===== src/rtl/core/rrd_sqrt_pipe.sv =====
// pipelined integer square root (floor), one root bit per stage
module rrd_sqrt_pipe #(
  parameter int unsigned X_W    = 30,
  parameter int unsigned SIDE_W = 1
) (
  input  logic                 clk_i,
  input  logic                 rst_ni,
  input  logic                 en_i,
  input  logic                 valid_i,
  input  logic [X_W-1:0]       x_i,
  input  logic [SIDE_W-1:0]    side_i,
  output logic                 valid_o,
  output logic [X_W/2-1:0]     root_o,
  output logic [SIDE_W-1:0]    side_o
);

  localparam int unsigned RT_W = X_W / 2;
  localparam int unsigned W    = X_W + 1;

  logic [W-1:0]      rem_q  [RT_W];
  logic [W-1:0]      r_q    [RT_W];
  logic [SIDE_W-1:0] side_q [RT_W];
  logic [RT_W-1:0]   valid_q;

  for (genvar i = 0; i < RT_W; i++) begin : g_stage
    localparam int unsigned J = RT_W - 1 - i;
    logic [W-1:0]      rem_in, r_in, rem_d, r_d, bit_v, rb;
    logic [SIDE_W-1:0] side_in;
    logic              valid_in;

    if (i == 0) begin : g_first
      assign rem_in   = W'(x_i);
      assign r_in     = '0;
      assign side_in  = side_i;
      assign valid_in = valid_i;
    end else begin : g_next
      assign rem_in   = rem_q[i-1];
      assign r_in     = r_q[i-1];
      assign side_in  = side_q[i-1];
      assign valid_in = valid_q[i-1];
    end

    assign bit_v = W'(1) << (2 * J);
    assign rb    = r_in + bit_v;

    always_comb begin
      if (rem_in >= rb) begin
        rem_d = rem_in - rb;
        r_d   = (r_in >> 1) + bit_v;
      end else begin
        rem_d = rem_in;
        r_d   = r_in >> 1;
      end
    end

    always_ff @(posedge clk_i or negedge rst_ni) begin
      if (!rst_ni) begin
        valid_q[i] <= 1'b0;
      end else if (en_i) begin
        valid_q[i] <= valid_in;
      end
    end

    always_ff @(posedge clk_i) begin
      if (en_i) begin
        rem_q[i]  <= rem_d;
        r_q[i]    <= r_d;
        side_q[i] <= side_in;
      end
    end
  end

  assign valid_o = valid_q[RT_W-1];
  assign root_o  = r_q[RT_W-1][RT_W-1:0];
  assign side_o  = side_q[RT_W-1];

endmodule

===== config.mk =====
export PLATFORM = sky130hd
export DESIGN_NAME = rrd_sqrt_pipe
export DESIGN_NICKNAME = d
export VERILOG_FILES = /design/src/rtl/core/rrd_sqrt_pipe.sv
export SDC_FILE = /design/constraint.sdc
export NUM_CORES = 1
export LEC_CHECK = 0
export BUFFER_PORTS_ARGS = -buffer_cell sky130_fd_sc_hd__buf_2
export CELL_PAD_IN_SITES_DETAIL_PLACEMENT = 0
export CELL_PAD_IN_SITES_GLOBAL_PLACEMENT = 1
export CORE_MARGIN = 1.5
export CORE_UTILIZATION = 45
export DETAILED_ROUTE_END_ITERATION = 7
export GPL_ROUTABILITY_DRIVEN = 0
export GPL_TIMING_DRIVEN = 0
export PLACE_DENSITY_LB_ADDON = 0.1
export SYNTH_ARGS = -nofsm -noshare
export SYNTH_HDL_FRONTEND = slang
export SYNTH_SLANG_ARGS = --single-unit

===== constraint.sdc =====
create_clock -name clk_i -period 2.87 [get_ports clk_i]
set_input_delay 0.574 -clock clk_i [delete_from_list [all_inputs] [get_ports clk_i]]
set_output_delay 0.574 -clock clk_i [all_outputs]
set_load 0.05 [all_outputs]

# [Yosys cells after proc, flatten, opt, wreduce, memory -nomap -nowiden]
# Memory sizes are Yosys's and may differ from the RTL's.
# Index checks and enable logic that the tools add are counted.
[word_totals] register_bits=15 memories=3 latch_bits=0 input_bits=35 rom_bits=0 output_inout_bits=17 wordCells=108 mem_bits_rw=945
[op_classes] mux=32 add_sub_neg=43 eq_ne=0 multipliers=0 bitwise=0 n_reduce_logical=0 order_cmp=15 n_shift=0 div_mod_pow=0
[memory_table] memory="r_q" words=15 word_bits=31 read_ports=15 rd_ports_with_merged_regs=0 wr=15 line_no="21" source="logic [W-1:0] r_q [RT_W];"
[memory_table] memory="rem_q" words=15 word_bits=31 read_ports=14 rd_ports_with_merged_regs=0 wr=15 line_no="20" source="logic [W-1:0] rem_q [RT_W];"
[memory_table] memory="side_q" words=15 word_bits=1 read_ports=15 rd_ports_with_merged_regs=0 wr=15 line_no="22" source="logic [SIDE_W-1:0] side_q [RT_W];"
[op_table] operator="$mux 31" count=29
[op_table] operator="$ge 31x31->1" count=14
[op_table] operator="$sub 31x31->31" count=14
[op_table] operator="$add 30x1->31 const B" count=1
[op_table] operator="$add 30x11->31 const B" count=1
[op_table] operator="$add 30x13->31 const B" count=1
[op_table] operator="$add 30x15->31 const B" count=1
[op_table] operator="$add 30x17->31 const B" count=1
[op_table] operator="$add 30x19->31 const B" count=1
[op_table] operator="$add 30x21->31 const B" count=1
[op_table] operator="$add 30x23->31 const B" count=1
[op_table] operator="$add 30x25->31 const B" count=1
[op_table] operator="$add 30x27->31 const B" count=1
[op_table] operator="$add 30x3->31 const B" count=1
[op_table] operator="$add 30x5->31 const B" count=1
[op_table] operator="$add 30x7->31 const B" count=1
[op_table] operator="$add 30x9->31 const B" count=1
[op_table] operator="$add 31x1->31 const B" count=1
[op_table] operator="$add 31x11->31 const B" count=1
[op_table] operator="$add 31x13->31 const B" count=1
[op_table] operator="$add 31x15->31 const B" count=1
[op_table] operator="$add 31x17->31 const B" count=1
[op_table] operator="$add 31x19->31 const B" count=1
[op_table] operator="$add 31x21->31 const B" count=1
[op_table] operator="11 further kinds" count=12

# [Depth between registers and ports, before layout]
# An unclocked memory read counts as a cell.
[logic_depth] word_depth=4 depth_mapped=12 depth_no_buf=10

# [Worst setup path before layout]
# OpenSTA, ideal clock, no wires.
[synth_path] kind="register to register" startpoint="memory rem_q[9][18] (netlist bit)" endpoint="memory rem_q[10][9] (netlist bit), data pin" required_ps=2603 path_slack_ps=44 synth_period_minus_slack_ps=2826 path_stages_with_launch=9 setup_ps=267 t_arrival_ps=2559 n_path_buf=2 cell_sequence="edfxtp_1 ha_1 clkbuf_1 a21o_1 a21o_1 or4b_1 a211oi_2 clkbuf_1 o21ai_0"
[synth_rtl] element="start: declaration" line_no="20"

==> out/metrics.csv <==
stage,metric,value,unit
pwr,Worst IR Drop VDD,0.547,mV
clock_network,Longest Clk Path Bufs,3,
logic_synthesis,Synth async-reset ratio,2.57,%
logic_synthesis,Post-Synthesis Cells,2076,
worst_setup_path,Worst R2R Setup Slack,0.05,ns
clock_network,Clock Pin Slew Worst Setup and Hold Paths,0.06,ns
placed_design,dpl ws,-0.690,ns
sta,fmax,354,MHz
sta,"Setup violations, final",0,
job,Max Cap Viol,0,
worst_setup_path,Worst EP arrival,3.16,ns
worst_hold_path,HP Start,x_i[25],
worst_hold_path,worst hold endpoint,rem_q[0][25],
finish,most frequent cells in the layout,"edfxtp_1 (569), inv_1 (157), nor2_1 (127)",
route,vias post-DR,16200,
status,status,"finished, final reports clean",
worst_setup_path,Crit path max-delay family,compound AO/OA/AOI/OAI gates,
logic_synthesis,mean area per synthesized cell,13.1,um2
worst_setup_path,Crit Reg-Reg Endpoint,rem_q[10][18],
logic_synthesis,"area leader, netlist",edfxtp_1,
worst_setup_path,Worst Setup SP,r_q[1][49],
worst_setup_path,CP required,3.21,ns
logic_synthesis,Synth Net Count,2242,
sta,Hold Worst Slack,0.0903,ns
sta,hold violation total from the final report,0,
worst_setup_path,Setup crit end kind,register,
finish,fin cells,3050,
global_route,global route overflow,0,
worst_hold_path,worst min path class,in2reg,
finish,layout net count,2394,
finish,Syn-to-layout area delta,16.6,%
clock_network,CTS tree,built,
route,Initial DRC Count,886,
logic_synthesis,register area share after synthesis,64.2,%
sta,Setup TNS Final,0,ns
finish,Filler Cell Count,5039,
worst_setup_path,Critical Path Most Common Cell,a21o_1,
pwr,Leak,11.8,nW
floorplan,Placeable Area,59400,um2
finish,proportion of layout cells with a drive suffix above 1,15.3,%
global_route,vias in the first global route,16100,
route,routed wire length,55200,um
placed_design,Placed Area,28500,um2
clock_network,H-Tree Depth,2,
worst_setup_path,Reg-to-Reg Start,r_q[1][49],
placed_design,HPWL Detailed,40000,um
finish,Final Cell Area,31700,um2
worst_setup_path,critical-path cell list,inv_1 -> ha_4 -> a21o_1 -> a21o_1 -> or4b_4 -> a211oi_4 -> buf_4 -> inv_2 -> mux2_2,
placed_design,Buffers on Ports,51,
route,First-pass DRT Iterations,4,
worst_hold_path,Min-Delay Path Depth,1,
finish,area occupied by multi-input gates,9760,um2
worst_setup_path,critical-path maximum fanout,10,
sta,Least-Margin Pin Slew,0.828,ns
logic_synthesis,area fraction of the dominant cell type after synthesis,62.8,%
logic_synthesis,Synth Cell Area,27200,um2
floorplan,Vert. Die Dim,249,um
floorplan,starting density of the core,45.8,%
route,WL per Instance,18.1,um
global_route,initial antenna violation count,0,
logic_synthesis,Yosys reg bits,584,
finish,register area,17500,um2
sta,Clock Skew,0.0680,ns
sta,Max transition margin,44.6,%
floorplan,Die Width,249,um
route,vias per cell,5.32,
finish,"commonest non-fill, non-tap cell in the layout",edfxtp_1,
clock_network,clock insertion delay at the later pin of the skew report,0.66,ns
logic_synthesis,distinct cell type count after synthesis,75,
floorplan,die area,61900,um2
clock_network,clock sinks,584,
floorplan,# IOs,52,
worst_setup_path,Worst Path Buf+Inv,3,
clock_network,TritonCTS buffer count,61,
global_route,pin count of the biggest net entering global routing,137,
sta,RSZ-0062 raised after global routing,true,
global_route,first-pass GRT wire length,87000,um
logic_synthesis,synth top area cells,"edfxtp_1 (63%), ha_1 (6.0%), xnor2_1 (2.8%)",
route,post-route ant nets,0,
worst_setup_path,worst r2r path cells,9,
sta,Final period util,98.4,%
pwr,PD cells,713,nW/um2
route,Post-route DRC,0,
sta,fin. max-slew vios,0,
worst_setup_path,critical path class,reg2reg,
worst_setup_path,CP max-delay cell,or4b_4,
logic_synthesis,number of synthesized flops with an enable pin,569,
global_route,Total GRT Usage,17.7,%
sta,min cycle time layout,2.82,ns
finish,diode count,0,
placed_design,Placed Cells,2904,
logic_synthesis,Synth Flop Type,edfxtp_1,
clock_network,Root Buffer,clkbuf_16,
floorplan,Cell Rows,89,
worst_setup_path,peak per-stage delay on the critical path,0.58,ns
worst_setup_path,CP Launch Type,register,
logic_synthesis,Ys Warns,0,
sta,Final WS setup,0.0473,ns
sequential cells by signal, indices dropped and copies added (netlist names):
signal	count
r_q	120
side_q	15
rem_q	434
valid_o	1
g_stage.valid_in	14
per-stage QoR:
step | total power, mW | util [%]
2_1_floorplan | 13.5 | -
3_3_place_gp | 14.7 | 47.9
3_5_place_dp | 14.6 | 48.1
4_1_cts | 22.6 | 52.3
5_1_grt | 23.7 | 53.4
6_report | 22.6 | 53.4
cell usage after synthesis, types with 33 or more instances:
master / count
nand2_1: 116
nor4_1: 59
nand3_1: 40
nand2b_1: 34
nor3_1: 61
edfxtp_1: 569
xnor2_1: 88
xor2_1: 84
inv_1: 157
nor2_1: 128
o21ai_0: 94
a21o_1: 33
a21oi_1: 99
ha_1: 131
worst register-to-register path: cells and delay by family (launching register included):
family          cells  cell delay (ns)
buf+inv             3             0.34
mux                 1             0.28
compound gates      3             0.73
simple gates        1             0.58
flops               1             0.40
fa+ha+maj           1             0.23
cell type report:
type / instances / area share (%)
multi-input cells: 1298 / 30.8
flip-flops and latches: 584 / 55.1
inverters: 159 / 1.88
plain buffers: 28 / 0.600
clock inverters: 42 / 1.43
repair buffers: 96 / 2.25
clock buffers: 70 / 4.92
well taps: 773 / 3.05
per-layer routing:
| metal | vias up | track usage [%] | share of wire [%] |
|---|---|---|---|
| li1 | 8068 | - | - |
| met1 | 7864 | 22.1 | 43 |
| met2 | 205 | 31.8 | 51 |
| met3 | 93 | 2.41 | 3.0 |
| met4 | 0 | 5.05 | 2.3 |
| met5 | - | 0 | 0 |
power breakdown:
part	internal, mW	switching [mW]	total [mW]
registers	10.6	0.695	11.3
logic	1.57	1.95	3.52
clock network	4.53	3.27	7.80
worst max path at each step:
stage,end,slack (ns),cells after the start
after floorplan,rem_q[10][9],0.04,8
after global placement,g_stage[6].valid_in,-7.58,4
after detailed placement,rem_q[13][29],-0.69,9
after CTS,rem_q[13][15],0.0005,10
after global routing,rem_q[9][28],-0.04,9
final,rem_q[10][18],0.05,9
repair_timing:
| item | 4_1_cts | 5_1_grt |
|---|---|---|
| gates resized for setup | 70 | 104 |
| endpoints found under the hold margin | 15 | 0 |
| hold buffers | 1 | 0 |
| setup buffers | 19 | 21 |
| setup endpoints to repair | 155 | 157 |
| pin swaps | 16 | 18 |
logic make-up after synthesis:
family          count (synthesis)  synth area share (%)
simple gates                  596                  11.5
fa+ha+maj                     131                  6.03
xor+xnor                      172                  5.54
compound gates                360                  8.38
buf+inv                       194                  2.78
mux                            38                  1.55
other cells                     1                0.0138
flops                         584                  64.2
No activity file was read; power rests on OpenSTA's default activity.
