### src/rtl/core/rrd_div_pipe.sv
// pipelined restoring divider, one quotient bit per stage, lanes share the divisor
module rrd_div_pipe #(
  parameter int unsigned LANES  = 1,
  parameter int unsigned DEN_W  = 32,
  parameter int unsigned QUO_W  = 16,
  parameter int unsigned SIDE_W = 1
) (
  input  logic                                  clk_i,
  input  logic                                  rst_ni,
  input  logic                                  en_i,
  input  logic                                  valid_i,
  input  logic [LANES-1:0][DEN_W+QUO_W-1:0]     num_i,
  input  logic [DEN_W-1:0]                      den_i,
  input  logic [SIDE_W-1:0]                     side_i,
  output logic                                  valid_o,
  output logic [LANES-1:0][QUO_W-1:0]           quo_o,
  output logic [SIDE_W-1:0]                     side_o
);

  localparam int unsigned REM_W = DEN_W + QUO_W;

  logic [LANES-1:0][REM_W-1:0] rem_q  [QUO_W];
  logic [LANES-1:0][QUO_W-1:0] quo_q  [QUO_W];
  logic [DEN_W-1:0]            den_q  [QUO_W];
  logic [SIDE_W-1:0]           side_q [QUO_W];
  logic [QUO_W-1:0]            valid_q;

  for (genvar i = 0; i < QUO_W; i++) begin : g_stage
    localparam int unsigned SH = QUO_W - 1 - i;
    logic [LANES-1:0][REM_W-1:0] rem_in, rem_d;
    logic [LANES-1:0][QUO_W-1:0] quo_in, quo_d;
    logic [DEN_W-1:0]            den_in;
    logic [SIDE_W-1:0]           side_in;
    logic                        valid_in;
    logic [REM_W-1:0]            trial;

    if (i == 0) begin : g_first
      assign rem_in   = num_i;
      assign quo_in   = '0;
      assign den_in   = den_i;
      assign side_in  = side_i;
      assign valid_in = valid_i;
    end else begin : g_next
      assign rem_in   = rem_q[i-1];
      assign quo_in   = quo_q[i-1];
      assign den_in   = den_q[i-1];
      assign side_in  = side_q[i-1];
      assign valid_in = valid_q[i-1];
    end

    assign trial = REM_W'(den_in) << SH;

    always_comb begin
      rem_d = rem_in;
      quo_d = quo_in;
      for (int l = 0; l < LANES; l++) begin
        if (rem_in[l] >= trial) begin
          rem_d[l]     = rem_in[l] - trial;
          quo_d[l][SH] = 1'b1;
        end
      end
    end

    always_ff @(posedge clk_i or negedge rst_ni) begin
      if (!rst_ni) begin
        valid_q[i] <= 1'b0;
      end else if (en_i) begin
        valid_q[i] <= valid_in;
      end
    end

    always_ff @(posedge clk_i) begin
      if (en_i) begin
        rem_q[i]  <= rem_d;
        quo_q[i]  <= quo_d;
        den_q[i]  <= den_in;
        side_q[i] <= side_in;
      end
    end
  end

  assign valid_o = valid_q[QUO_W-1];
  assign quo_o   = quo_q[QUO_W-1];
  assign side_o  = side_q[QUO_W-1];

endmodule

### config.mk
export PLATFORM = sky130hd
export DESIGN_NAME = rrd_div_pipe
export DESIGN_NICKNAME = d
export VERILOG_FILES = /design/src/rtl/core/rrd_div_pipe.sv
export SDC_FILE = /design/constraint.sdc
export NUM_CORES = 2
export LEC_CHECK = 0
export ABC_AREA = 1
export BUFFER_PORTS_ARGS = -buffer_cell sky130_fd_sc_hd__buf_2
export CELL_PAD_IN_SITES_DETAIL_PLACEMENT = 0
export CELL_PAD_IN_SITES_GLOBAL_PLACEMENT = 2
export CORE_MARGIN = 4
export CORE_UTILIZATION = 34
export DETAILED_ROUTE_END_ITERATION = 8
export PLACE_DENSITY = 0.78
export SLEW_MARGIN = 10
export SYNTH_ARGS = -nofsm -noshare
export SYNTH_HDL_FRONTEND = slang
export SYNTH_SLANG_ARGS = --single-unit
### constraint.sdc
create_clock -name clk_i -period 2.2 [get_ports clk_i]
set_input_delay 0.11 -clock clk_i [delete_from_list [all_inputs] [get_ports clk_i]]
set_output_delay 0.11 -clock clk_i [all_outputs]
set_load 0.005 [all_outputs]
Yosys cells after proc, flatten, opt, wreduce, memory -nomap -nowiden --
Memories as Yosys holds them, arrays and structs flattened. Index checks and enable logic that the tools add are counted.
Cells by class: order comparisons 16, add/subtract/negate cells 16, mux-type cells 34
Operators by type and width (number):
- two-way mux 48 bit | 16
- greater-or-equal comparator 48 x 32 -> 1 bit | 1
- greater-or-equal comparator 48 x 33 -> 1 bit | 1
- greater-or-equal comparator 48 x 34 -> 1 bit | 1
- greater-or-equal comparator 48 x 35 -> 1 bit | 1
- greater-or-equal comparator 48 x 36 -> 1 bit | 1
- greater-or-equal comparator 48 x 37 -> 1 bit | 1
- greater-or-equal comparator 48 x 38 -> 1 bit | 1
- greater-or-equal comparator 48 x 39 -> 1 bit | 1
- greater-or-equal comparator 48 x 40 -> 1 bit | 1
- greater-or-equal comparator 48 x 41 -> 1 bit | 1
- greater-or-equal comparator 48 x 42 -> 1 bit | 1
- greater-or-equal comparator 48 x 43 -> 1 bit | 1
- greater-or-equal comparator 48 x 44 -> 1 bit | 1
- greater-or-equal comparator 48 x 45 -> 1 bit | 1
- greater-or-equal comparator 48 x 46 -> 1 bit | 1
- greater-or-equal comparator 48 x 47 -> 1 bit | 1
- subtractor 48 x 32 -> 48 bit | 1
- subtractor 48 x 33 -> 48 bit | 1
- subtractor 48 x 34 -> 48 bit | 1
- subtractor 48 x 35 -> 48 bit | 1
- subtractor 48 x 36 -> 48 bit | 1
- subtractor 48 x 37 -> 48 bit | 1
- subtractor 48 x 38 -> 48 bit | 1
- other kinds (10) | 27
Word-level totals: bits in writable memories 1552, bits of input ports 85, word-level logic and storage cells 86, register bits 16, memories 4
Memory list:
- rem_q | depth 16, bits a word 48, rd ports 15, clocked after memory_dff 0, write ports 16, RTL line 22 | logic [LANES-1:0][REM_W-1:0] rem_q [QUO_W];
- den_q | depth 16, bits a word 32, rd ports 15, clocked after memory_dff 0, write ports 16, RTL line 24 | logic [DEN_W-1:0] den_q [QUO_W];
- quo_q | depth 16, bits a word 16, rd ports 16, clocked after memory_dff 0, write ports 16, RTL line 23 | logic [LANES-1:0][QUO_W-1:0] quo_q [QUO_W];
- side_q | depth 16, bits a word 1, rd ports 16, clocked after memory_dff 0, write ports 16, RTL line 25 | logic [SIDE_W-1:0] side_q [QUO_W];

Longest topological paths before layout --
An unclocked memory read counts as a cell.
depth in word-level cells 3, mapped depth 17, mapped depth without buffers 16

Worst setup path after synthesis --
No wires, ideal clock.
path kind reg2reg, start point mem rem_q[1][194] (netlist name), end point mem rem_q[1][277] (netlist name), data pin, path buffers 1, required time 1945 ps, path slack -142 ps, period minus slack after synthesis 2342 ps, cell stages (with the launch flop) 16, arrival 2088 ps, path through edfxtp_1 -> inv_1 -> ha_1 -> inv_1 -> fa_1 -> nand3_1 -> nand3_2 -> nand2_1 -> nand2_2 -> nand2_1 -> nand2_1 -> nand2_2 -> nand3_2 -> nor2_4 -> buf_6 -> a21oi_2
RTL lines (RTL line):
- start: declaration | 22

==> results_dict.tcl <==
set metrics [dict create \
    ys_warn_count 0 \
    dpl_cell_area_um2 127000 \
    critical_path_class "reg2reg" \
    max_freq_ghz 0.404 \
    final_cell_count_no_fill 21500 \
    timing.final.crit_share_pct 112 \
    dp.cells 20500 \
    synthAdderAreaFrac_pct 6.96 \
    crit_chain "ha_4 > nand2_1 > nor2_2 > nand4_1 > nor2_1 > buf_4 > nand3_2 > inv_2 > nor2_4 > buf_12 > buf_12 > nand2_1 > nand2_2" \
    clk_transition_reported_paths_ns 0.05 \
    drive_gt1_share_pct 33.0 \
    yosys.cell_count.top_type "nand2_1" \
    status "finished, violations left" \
    setup_viol 571 \
    synth_area_leaders "edfxtp_1 (42%), nand2_1 (22%), inv_1 (11%), ha_1 (6.6%), nor2_1 (4.3%)" \
    start_util_pct 34.1 \
    cts_tree "done" \
    synth-simple-area-share_pct 32.6 \
    hold_depth 2 \
    synth-edff-count 1352 \
    synth_top_area_share_pct 42.1 \
    endpoint_kind "flip-flop" \
    max-cap-violations 0 \
    root_buffer "clkbuf_16" \
    rsz0062_at_grt "true" \
    power.density_nw_per_um2 1210 \
    hold_viol 0 \
    pre_cts_slack_ns -0.654 \
    first_global_vias 96900 \
    die_x_um 540 \
    worstSetupStartpointType "flip-flop" \
    die_y_um 540 \
    io_pins 103 \
    fillers 27300 \
    layout_min_cycle_time_ns 2.47 \
    core-area_um2 282000 \
    synth_compound_area_share_pct 3.60 \
    grt_pass1_wl_um 609000 \
    syn2layout_area_growth_pct 51.7 \
    wirelength_um 419000 \
    leakagePower_nw 74.4 \
    die_area_um2 292000 \
    hp-start "den_i[31]" \
    track_usage_pct 27.6 \
    ys.flop_type "edfxtp_1" \
    maxSlewViolCount 0 \
    grt_overflow 0 \
    clock-skew-final_ns 0.0902 \
    critical-path-slowest-cell "edfxtp_1" \
    vias 99500 \
    reg2reg_from "rem_q[1][197]" \
    final_nets 18200 \
    path_max_fanout 8 \
    finalWorstSetupSlack_ns -0.273 \
    row_count 195 \
    drc 0 \
    crit_family "simple AND/OR/NAND/NOR gates" \
    critPathMaxStageDelay_ns 0.45 \
    ys_top_cells_by_count "nand2_1 (5560), inv_1 (2729), edfxtp_1 (1352)" \
    firstDrtPassIters 6 \
    critical_path_buf_inv_count 4 \
    cts_sinks 1368 \
    hp-class "in2reg" \
    tns_ns -92.71 \
    htree_levels 4 \
    ant_nets 0 \
    postSynthCellCount 13400 \
    viasPerCell 4.64 \
    async_flop_share_pct 1.17 \
    synth_top_family_by_area "simple AND/OR/NAND/NOR gates" \
    peakVddDrop_mv 0.722 \
    r2r_cells 13 \
    avgSynthCellArea_um2 7.17 \
    grt_max_degree 78 \
    fin_area_um2 146000 \
    synth_seq_cells 1368 \
    port_buffers 102 \
    crit_required_ns 2.78 \
    crit_arrival_ns 3.05 \
    ys_seq_area_share_pct 42.5 \
    failed_checks "setup timing" \
    synth.largest_area_cell "edfxtp_1" \
    antenna_found_initial 21 \
    ff2ff_setup_slack_ns -0.27 \
    max-slew-margin-rel_pct 53.2 \
    clk_latency_ns 0.89 \
    reg2reg_to "rem_q[1][249]" \
    globalplace.congestion 0.953 \
    synth_nets 14100 \
    dp_hpwl_um 338000 \
    numCtsBuffers 176 \
    drt-initial-drc-count 7386 \
    synth_mux_area_share_pct 0 \
    tightest_slew_ns 0.696 \
    netlist_area_um2 96400 \
    wl_per_cell_um 19.5 \
    synth_xor_area_share_pct 2.61 \
    clk_path_buf_depth 4 \
    whs_endpoint "den_q[0][31]" \
    yosys.cell_types.count 49 \
]
state kept, by name, indices dropped and copies added (netlist names):
signal,cells
rem_q,720
side_q,16
quo_q,136
den_q,480
g_stage.valid_in,15
valid_o,1
how the worst max path moves through the flow:
stage,start,endpoint,slack [ns],depth (start not counted)
2_1_floorplan,rem_q[1][194],rem_q[1][277],-0.07,15
3_3_place_gp,den_q[1][56],rem_q[1][120],-0.66,13
3_5_place_dp,den_q[1][56],rem_q[1][120],-0.65,13
4_1_cts,den_q[0][251],rem_q[1][23],-0.26,16
5_1_grt,rem_q[1][213],rem_q[1][248],-0.36,14
6_report,rem_q[1][197],rem_q[1][249],-0.27,13
layout make-up:
class	count	area (um2)	area share (%)
multi-input cells	9218	51800	35.4
well taps	3743	4680	3.20
diodes	2	5.00	0.00342
flip-flops and latches	1368	41000	28.0
repair buffers	4053	32500	22.2
inverters	2753	10400	7.09
clock buffers	197	4500	3.08
clock inverters	126	1340	0.919
power breakdown:
group          leakage [nW]  internal (W)  switching [W]
registers              13.3        0.0370        0.00622
clock network          2.81        0.0172         0.0125
logic                  58.3        0.0489         0.0559
layer usage:
| metal | share of wire (%) | routed length (um) | global-route usage (%) | up-vias |
|---|---|---|---|---|
| met4 | 2.5 | 10500 | 6.36 | 0 |
| met5 | 0 | 0 | 0 | - |
| li1 | - | - | - | 49900 |
| met2 | 44 | 186000 | 44.0 | 2244 |
| met3 | 4.9 | 20500 | 3.00 | 468 |
| met1 | 48 | 203000 | 40.1 | 46800 |
placed cells by master, fill, tap and decap left out, types with 100 or more instances in the layout:
cell,synthesis,final
inv_1,2729,2576
nand2_4,1,100
nand4_1,142,142
nand3_1,680,579
buf_2,16,101
a21oi_2,60,123
nor2_2,40,180
buf_4,25,3676
nor2_1,1093,869
ha_4,0,271
ha_1,512,235
nand2_2,37,427
a21oi_1,373,295
clkbuf_16,0,193
inv_2,21,170
nand2_1,5560,5068
xor2_1,232,230
edfxtp_1,1352,1352
what timing repair did:
action,in CTS,in global routing
setup endpoints to repair,580,600
hold endpoints to repair,462,0
hold buffers,97,0
cloned,26,18
buffers inserted,305,187
pin swaps,284,222
resized for setup,1045,746
cell families (layout without fill, tap and decap cells):
logic type	Yosys count	after routing
compound gates	617	617
flops	1368	1368
buf+inv	2859	7129
fa+ha+maj	527	527
xor+xnor	287	287
simple gates	7787	7787
other cells	0	2
per-stage QoR:
stage               utilization [%]  power (W)  hold slack (ns)
floorplan                         -     0.0829           -0.186
global placement               44.8      0.134            0.112
detailed placement             44.8      0.134            0.121
CTS                            50.1      0.173           0.0238
global route                   51.8      0.190           0.0606
finish                         51.8      0.178           0.0861
Power figures use the tool's default switching activity.
